===== src/rtl/core/iplpm_pkg.sv =====
`default_nettype none
package iplpm_pkg;
  localparam int TableDepthDef = 16;
  localparam int GatewayCountDef = 16;
  localparam int AddrW = 128;
  localparam int PlenW = 8;
  localparam int GwW = 4;
  localparam int StW = 2;
  localparam logic [PlenW-1:0] FullPrefix = 8'd128;

  typedef enum logic [1:0] {
    REQ_LOOKUP = 2'd0,
    REQ_ADD    = 2'd1,
    REQ_REMOVE = 2'd2,
    REQ_UPDATE = 2'd3
  } req_t;

  typedef enum logic [StW-1:0] {
    ST_OK      = 2'd0,
    ST_NOMATCH = 2'd1,
    ST_COVERED = 2'd2,
    ST_FULL    = 2'd3
  } status_t;

  // classified request handed from front to back
  typedef struct packed {
    req_t              req;
    logic [AddrW-1:0]  addr;
    logic [PlenW-1:0]  plen;
    logic [GwW-1:0]    gw;
  } cmd_t;

  typedef struct packed {
    status_t           status;
    logic [GwW-1:0]    gw;
    logic [PlenW-1:0]  len;
  } rsp_t;

  function automatic logic [AddrW-1:0] prefix_mask(input logic [PlenW-1:0] p);
    logic [AddrW-1:0] m;
    m = '0;
    for (int i = 0; i < AddrW; i++) begin
      m[AddrW-1-i] = (i < int'(p));
    end
    return m;
  endfunction
endpackage
`default_nettype wire


===== src/rtl/core/ipv6_longest_prefix_route_table_core.sv =====
`default_nettype none
// Channel | Dir | tdata fields (low bit up)                         | tuser
// in_     | in  | addr_hi[63:0] addr_lo[127:64] prefix_len[135:128]  | req_type[1:0]
//         |     | gateway[139:136], zero pad to 144                  |
// out_    | out | status[1:0] out_gateway[5:2] matched_len[13:6] pad | -
// Each request scans the whole table in the back end, one table-RAM read per
// cycle, then a final compare step, write-back and result.
// A two-entry queue accepts requests while the back end scans.
// rst_n synchronous active low empties the table at once (valid bits only).
// A stalled result holds the back end; the queue fills, then in_tready drops.
module ipv6_longest_prefix_route_table_core #(
  parameter int TABLE_DEPTH   = iplpm_pkg::TableDepthDef,
  parameter int GATEWAY_COUNT = iplpm_pkg::GatewayCountDef
) (
  input  wire logic         clk,
  input  wire logic         rst_n,
  input  wire logic         in_tvalid,
  output logic              in_tready,
  input  wire logic [143:0] in_tdata,  // addr_hi, addr_lo, prefix_len, gateway
  input  wire logic [1:0]   in_tuser,  // req_type
  output logic              out_tvalid,
  input  wire logic         out_tready,
  output logic [15:0]       out_tdata  // status, out_gateway, matched_len
);
  import iplpm_pkg::*;
  cmd_t q_data;
  logic q_valid, q_pop;
  rsp_t rsp;

  iplpm_front #(.GatewayCount(GATEWAY_COUNT)) u_front (
    .clk, .rst_n,
    .in_valid(in_tvalid), .in_ready(in_tready),
    .req(in_tuser),
    .addr({in_tdata[63:0], in_tdata[127:64]}),
    .plen(in_tdata[135:128]), .gw(in_tdata[139:136]),
    .q_data, .q_valid, .q_pop
  );

  iplpm_back #(.TableDepth(TABLE_DEPTH)) u_back (
    .clk, .rst_n, .q_data, .q_valid, .q_pop,
    .rsp_valid(out_tvalid), .rsp_ready(out_tready), .rsp
  );

  assign out_tdata = {2'b00, rsp.len, rsp.gw, rsp.status};
endmodule
`default_nettype wire


===== src/rtl/core/iplpm_ram.sv =====
`default_nettype none
module iplpm_ram #(
  parameter int Width = 8,
  parameter int Depth = 16
) (
  input  wire logic                     clk,
  input  wire logic                     we,
  input  wire logic [$clog2(Depth)-1:0] waddr,
  input  wire logic [Width-1:0]         wdata,
  input  wire logic [$clog2(Depth)-1:0] raddr,
  output logic      [Width-1:0]         rdata
);
  logic [Width-1:0] mem [Depth];
  always_ff @(posedge clk) begin
    if (we) begin
      mem[waddr] <= wdata;
    end
    rdata <= mem[raddr];
  end
endmodule
`default_nettype wire


===== src/rtl/core/iplpm_front.sv =====
`default_nettype none
module iplpm_front #(
  parameter int GatewayCount = 16
) (
  input  wire logic             clk,
  input  wire logic             rst_n,
  input  wire logic             in_valid,
  output logic                  in_ready,
  input  wire logic [1:0]       req,
  input  wire logic [127:0]     addr,
  input  wire logic [7:0]       plen,
  input  wire logic [3:0]       gw,
  output iplpm_pkg::cmd_t       q_data,
  output logic                  q_valid,
  input  wire logic             q_pop
);
  import iplpm_pkg::*;
  // two-entry queue
  cmd_t q_r [2];
  logic [1:0] cnt_r;
  logic       rd_r, wr_r;
  cmd_t c;
  logic push;

  always_comb begin
    c.req  = req_t'(req);
    c.addr = addr;
    c.plen = (plen > FullPrefix) ? FullPrefix : plen;
    c.gw   = (32'(gw) >= GatewayCount) ? GwW'(GatewayCount - 1) : gw;
  end

  assign in_ready = (cnt_r != 2'd2);
  assign push     = in_valid && in_ready;
  assign q_valid  = (cnt_r != 2'd0);
  assign q_data   = q_r[rd_r];

  always_ff @(posedge clk) begin
    if (!rst_n) begin
      cnt_r <= '0;
      rd_r  <= 1'b0;
      wr_r  <= 1'b0;
    end else begin
      if (push) begin
        wr_r <= ~wr_r;
      end
      if (q_pop) begin
        rd_r <= ~rd_r;
      end
      cnt_r <= cnt_r + 2'(push) - 2'(q_pop);
    end
    if (push) begin
      q_r[wr_r] <= c;
    end
  end

  assert property (@(posedge clk) disable iff (!rst_n) q_pop |-> q_valid)
    else $error("pop from empty queue");
  assert property (@(posedge clk) disable iff (!rst_n) cnt_r <= 2'd2)
    else $error("queue count overflow");
  assert property (@(posedge clk) disable iff (!rst_n)
    (cnt_r == 2'd2 && !q_pop) |=> (cnt_r == 2'd2))
    else $error("queue count lost");
endmodule
`default_nettype wire


===== src/rtl/core/iplpm_back.sv =====
`default_nettype none
module iplpm_back #(
  parameter int TableDepth = 16
) (
  input  wire logic             clk,
  input  wire logic             rst_n,
  input  wire iplpm_pkg::cmd_t  q_data,
  input  wire logic             q_valid,
  output logic                  q_pop,
  output logic                  rsp_valid,
  input  wire logic             rsp_ready,
  output iplpm_pkg::rsp_t       rsp
);
  import iplpm_pkg::*;
  localparam int IdxW = $clog2(TableDepth);
  localparam int EntW = AddrW + PlenW + GwW;

  typedef enum logic [2:0] {S_IDLE, S_SCAN, S_LAST, S_WRITE, S_OUT} state_t;
  state_t state_r;

  logic [TableDepth-1:0] valid_r;
  cmd_t                  cmd_r;
  logic [IdxW:0]         idx_r;
  logic [IdxW-1:0]       cur_r;
  logic                  cur_v_r;
  logic                  lm_hit_r, ex_hit_r, free_hit_r;
  logic [IdxW-1:0]       ex_idx_r, free_idx_r;
  logic [PlenW-1:0]      lm_len_r;
  logic [GwW-1:0]        lm_gw_r;
  rsp_t                  rsp_r;

  logic                  we;
  logic [IdxW-1:0]       waddr;
  logic [EntW-1:0]       wdata, rdata;
  logic [AddrW-1:0]      e_addr;
  logic [PlenW-1:0]      e_plen;
  logic [GwW-1:0]        e_gw;
  logic                  lm_m, ex_m;

  iplpm_ram #(.Width(EntW), .Depth(TableDepth)) u_ram (
    .clk, .we, .waddr, .wdata,
    .raddr(idx_r[IdxW-1:0]), .rdata
  );

  assign {e_addr, e_plen, e_gw} = rdata;
  assign lm_m = cur_v_r && ((cmd_r.addr & prefix_mask(e_plen)) == e_addr);
  assign ex_m = cur_v_r && (e_plen == cmd_r.plen) && (e_addr == cmd_r.addr);

  always_comb begin
    we    = 1'b0;
    waddr = free_idx_r;
    wdata = {cmd_r.addr, cmd_r.plen, cmd_r.gw};
    if (state_r == S_WRITE) begin
      if (cmd_r.req == REQ_ADD && !lm_hit_r && free_hit_r) begin
        we = 1'b1;
      end else if (cmd_r.req == REQ_UPDATE && ex_hit_r) begin
        we    = 1'b1;
        waddr = ex_idx_r;
        wdata = {cmd_r.addr, cmd_r.plen, cmd_r.gw};
      end
    end
  end

  assign q_pop     = (state_r == S_IDLE) && q_valid;
  assign rsp_valid = (state_r == S_OUT);
  assign rsp       = rsp_r;

  always_ff @(posedge clk) begin
    if (!rst_n) begin
      state_r <= S_IDLE;
      valid_r <= '0;
      cur_v_r <= 1'b0;
    end else begin
      unique case (state_r)
        S_IDLE: begin
          if (q_valid) begin
            cmd_r      <= q_data;
            idx_r      <= '0;
            lm_hit_r   <= 1'b0;
            ex_hit_r   <= 1'b0;
            free_hit_r <= 1'b0;
            cur_v_r    <= 1'b0;
            state_r    <= S_SCAN;
          end
        end
        S_SCAN, S_LAST: begin
          // compare entry read last cycle; in S_SCAN advance read pointer
          if (lm_m && (!lm_hit_r || e_plen > lm_len_r)) begin
            lm_hit_r <= 1'b1;
            lm_len_r <= e_plen;
            lm_gw_r  <= e_gw;
          end
          if (ex_m && !ex_hit_r) begin
            ex_hit_r <= 1'b1;
            ex_idx_r <= cur_r;
          end
          if (state_r == S_SCAN) begin
            cur_r   <= idx_r[IdxW-1:0];
            cur_v_r <= valid_r[idx_r[IdxW-1:0]];
            if (!valid_r[idx_r[IdxW-1:0]] && !free_hit_r) begin
              free_hit_r <= 1'b1;
              free_idx_r <= idx_r[IdxW-1:0];
            end
            if (idx_r == (IdxW+1)'(TableDepth - 1)) begin
              state_r <= S_LAST;
            end
            idx_r <= idx_r + (IdxW+1)'(1);
          end else begin
            cur_v_r <= 1'b0;
            state_r <= S_WRITE;
          end
        end
        S_WRITE: begin
          rsp_r.gw  <= (cmd_r.req == REQ_LOOKUP && lm_hit_r) ? lm_gw_r : '0;
          rsp_r.len <= (cmd_r.req == REQ_LOOKUP && lm_hit_r) ? lm_len_r : '0;
          unique case (cmd_r.req)
            REQ_LOOKUP: begin
              rsp_r.status <= lm_hit_r ? ST_OK : ST_NOMATCH;
            end
            REQ_ADD: begin
              if (lm_hit_r) begin
                rsp_r.status <= ST_COVERED;
              end else if (free_hit_r) begin
                rsp_r.status <= ST_OK;
                valid_r[free_idx_r] <= 1'b1;
              end else begin
                rsp_r.status <= ST_FULL;
              end
            end
            REQ_REMOVE: begin
              if (ex_hit_r) begin
                rsp_r.status <= ST_OK;
                valid_r[ex_idx_r] <= 1'b0;
              end else begin
                rsp_r.status <= ST_NOMATCH;
              end
            end
            REQ_UPDATE: begin
              rsp_r.status <= ex_hit_r ? ST_OK : ST_NOMATCH;
            end
            default: ;
          endcase
          state_r <= S_OUT;
        end
        S_OUT: begin
          if (rsp_ready) begin
            state_r <= S_IDLE;
          end
        end
        default: state_r <= S_IDLE;
      endcase
    end
  end

  assert property (@(posedge clk) disable iff (!rst_n) we |-> state_r == S_WRITE)
    else $error("table write outside write-back");
  assert property (@(posedge clk) disable iff (!rst_n)
    (state_r == S_OUT && !rsp_ready) |=> (state_r == S_OUT && $stable(rsp_r)))
    else $error("result dropped while stalled");
  assert property (@(posedge clk) disable iff (!rst_n)
    q_pop |=> state_r == S_SCAN)
    else $error("pop did not start scan");
endmodule
`default_nettype wire

===== config.mk =====
export PLATFORM = sky130hd
export DESIGN_NAME = ipv6_longest_prefix_route_table_core
export DESIGN_NICKNAME = d
export VERILOG_FILES = /design/src/rtl/core/iplpm_pkg.sv /design/src/rtl/core/ipv6_longest_prefix_route_table_core.sv /design/src/rtl/core/iplpm_ram.sv /design/src/rtl/core/iplpm_front.sv /design/src/rtl/core/iplpm_back.sv
export SDC_FILE = /design/constraint.sdc
export NUM_CORES = 2
export LEC_CHECK = 0
export BUFFER_PORTS_ARGS = -buffer_cell sky130_fd_sc_hd__buf_4
export CORE_MARGIN = 1.5
export CORE_UTILIZATION = 67
export DETAILED_ROUTE_END_ITERATION = 7
export PLACE_DENSITY = 0.82
export SYNTH_ARGS = -nofsm -noshare
export SYNTH_HDL_FRONTEND = slang
export SYNTH_SLANG_ARGS = --single-unit

===== constraint.sdc =====
create_clock -name clk -period 22.3 [get_ports clk]
set_input_delay 4.46 -clock clk [delete_from_list [all_inputs] [get_ports clk]]
set_output_delay 4.46 -clock clk [all_outputs]
set_load 0.01 [all_outputs]

==> impl_metrics.json <==
{
  "ctsHoldBuffers": 0,
  "yosysMostFrequentCell": "edfxtp_1",
  "switching_share_pct": 29.8,
  "dr.max_layer_used": "met5",
  "status": "finished, final reports clean",
  "synthArstFlopShare_pct": 0,
  "finalInstanceArea_mm2": 0.122,
  "htreeDepth": 5,
  "drt_first_pass_iters": 6,
  "grt_antenna_before_repair": 9,
  "finClkSkew_ns": 0.0621,
  "synthAdderAreaFrac_pct": 0.138,
  "core_area_mm2": 0.161,
  "cts_tree": "yes",
  "hold_ws_ns": 0.407,
  "finalCritPeriodShare_pct": 34.9,
  "post-dp-hpwl_um": 159000,
  "p_switching_w": 0.00441,
  "finalSetupViolCount": 0,
  "synthTopCellsByArea": "edfxtp_1 75%, mux4_2 15%, dfxtp_1 3.0%",
  "grtUsageTotal_pct": 38.3,
  "io_pins": 168,
  "die_w_um": 406,
  "clk_pin_slew_ns": 0.06,
  "rsz0062_at_grt": "false",
  "ys_ff_latch": 2876,
  "wl_met2_um": 152000,
  "grt_start_max_net_pins": 151,
  "io_buffers": 161,
  "yosysTopAreaCellShare_pct": 74.7,
  "synth_enable_flop_cells": 2712,
  "peakVddDrop_mv": 0.117,
  "pwr-share-seq_pct": 48.7,
  "wl_per_cell_um": 41.0,
  "synth_common_cells": "2,712 x edfxtp_1, 705 x mux4_2, 175 x clkbuf_1",
  "areaGrowthSynthToFinish_pct": 12.0,
  "cts_buffers": 284,
  "via_per_inst": 7.42,
  "crit_type": "input pin to flip-flop",
  "clkPwrFrac_pct": 31.9,
  "synth_compound_area_share_pct": 1.87,
  "finalPower_w": 0.0148,
  "avgSynthCellArea_um2": 22.4,
  "yosys.cell_types.count": 73,
  "synth-xor-area-share_pct": 1.32,
  "slew_viol_final": 0,
  "synthMuxAreaShare_pct": 16.1,
  "postCtsSetupBuffers": 0,
  "cp_max_fo": 48,
  "first_global_vias": 57200,
  "start_util_pct": 67.7,
  "comb_power_share_pct": 19.4,
  "die_y_um": 406,
  "critPathLaunchType": "input pin",
  "post_cts_resized": 0,
  "cap_violations": 0,
  "fillers": 7861,
  "tightest_slew_ns": 1.17,
  "place_area_mm2": 0.113,
  "drive_above_1_share_pct": 28.9,
  "cp.required_ns": 22.85,
  "cts-root-buf": "clkbuf_16",
  "drt_wl_total_um": 310000,
  "clock_path_buffers": 4,
  "ys.flop_type": "edfxtp_1",
  "drc_errors": 0,
  "gp_congestion": 1.01,
  "die_area_mm2": 0.165,
  "relSlewSlack_pct": 22.2,
  "final_util_pct": 75.8,
  "p_int_w": 0.0104,
  "wl_met3_um": 37700,
  "synth_top_family_by_area": "multiplexers",
  "grt_pass1_wl_um": 432000,
  "post_synth_inst_count": 4873,
  "synth_area_mm2": 0.109,
  "leakage_nw": 38.6,
  "grt_remaining_overflow": 0,
  "setup_tns_ns": 0,
  "clk_latency_ns": 0.97,
  "synth-simple-area-share_pct": 1.80,
  "ant_nets": 0,
  "hold_class": "flip-flop to flip-flop",
  "synth_seq_area_share_pct": 77.7,
  "row_count": 147,
  "yosys.area.top_type": "edfxtp_1",
  "wl_met1_um": 103000,
  "final_hold_viol_count": 0,
  "clock-sinks": 2876,
  "drt_iter0_drc": 9208,
  "worstPathArrival_ns": 8.32,
  "fmax_ghz": 0.129,
  "finalNetCount": 5368,
  "period_needed_ns": 7.77,
  "ys_warn_count": 0,
  "vias": 56100,
  "power_density_mw_per_mm2": 121,
  "end_kind": "flip-flop"
}
[cells in the final DEF (no fill, tap or decap), drive strengths merged, types with 7 or more instances in the layout]
| cell | n |
|---|---|
| a21oi | 44 |
| nor2b | 37 |
| clkinv | 85 |
| a2111oi | 11 |
| nand4 | 33 |
| o21ai | 83 |
| o2111ai | 8 |
| dfxtp | 164 |
| o22ai | 14 |
| edfxtp | 2712 |
| o211ai | 41 |
| o21a | 8 |
| nand2b | 23 |
| clkbuf | 363 |
| nand2 | 68 |
| a21boi | 17 |
| mux2 | 145 |
| ha | 12 |
| mux4 | 705 |
| bufinv | 22 |
| inv | 76 |
| and3 | 7 |
| a221oi | 10 |
| nor3 | 23 |
| clkinvlp | 10 |
| nor2 | 57 |
| xnor2 | 84 |
| and2 | 23 |
| xor2 | 80 |
| nand3 | 22 |
| a21o | 8 |
| buf | 278 |
| a211oi | 7 |
| nor4 | 33 |
[logic make-up after synthesis]
family                     Yosys count
muxes                              856
xor gates and xnor gates           164
AOI/OAI and AO/OA                  300
DFF                               2876
adders and majority gates           12
other                                1
and+or+nand+nor                    361
buffers and inverters              303
[power groups by stage]
stage	logic, W	clock network [W]	registers (W)
after floorplan	0.00179	0	0.00696
after global placement	0.00269	0	0.00722
after detailed placement	0.00272	0	0.00725
after CTS	0.00280	0.00475	0.00716
after global routing	0.00293	0.00492	0.00720
final	0.00286	0.00472	0.00721
[state kept, by name, summed over array words and instances, names as in the netlist, 3 cells and up]
name	flops
u_front.q_r	284
u_back.cmd_r	142
u_back.u_ram.mem	2240
u_back.idx_r	5
u_back.lm_len_r	8
u_back.cur_r	4
u_back.lm_gw_r	4
u_back.state_r	3
u_back.free_idx_r	4
u_back.valid_r	16
u_back.ex_idx_r	4
u_back.rsp	14
u_back.u_ram.rdata	140
[metal layers]
metal,track usage (%),up-vias
met5,0,-
met4,18.7,8
met3,9.85,1008
met2,61.3,4923
met1,49.9,29200
li1,-,21000
[path summary, 6_finish.rpt]
path,cells past startpoint,start,slack (ns),end
hold / removal,0,u_back.u_ram.rdata[3]$_DFF_P_,0.41,u_back.lm_gw_r[3]$_DFFE_PP_
setup reg to reg,9,u_back.idx_r[0]$_SDFFCE_PP0P_,15.26,u_back.u_ram.rdata[87]$_DFF_P_
hold reg to reg,0,u_back.u_ram.rdata[3]$_DFF_P_,0.41,u_back.lm_gw_r[3]$_DFFE_PP_
setup / recovery,6,rst_n,14.53,u_back.cmd_r[77]$_DFFE_PP_
[through the flow]
step / std cells / setup WS [ns]
6_report: 7569 / 14.53
2_1_floorplan: 4874 / 11.19
3_5_place_dp: 7080 / 13.69
3_3_place_gp: 7080 / 13.78
4_1_cts: 7565 / 14.56
5_1_grt: 7565 / 14.41
[worst max-delay path, stage by stage]
cell     delay [ns]
buf_4          0.24
nand2_1        0.23
nor2_4         0.72
buf_4          0.83
buf_4          0.80
buf_4          0.91
[layout make-up]
cell class / count / area, um^2 / share of cell area [%]
timing repair buffer: 278 / 2300 / 1.88
tap: 2160 / 2700 / 2.21
sequential: 2876 / 84700 / 69.3
multi-input combinational: 1695 / 23300 / 19.1
antenna: 4 / 10.0 / 0.00819
clock buffer: 363 / 7700 / 6.30
inverter: 71 / 267 / 0.218
clock inverter: 122 / 1180 / 0.966
(Power assumes the default switching activity.)
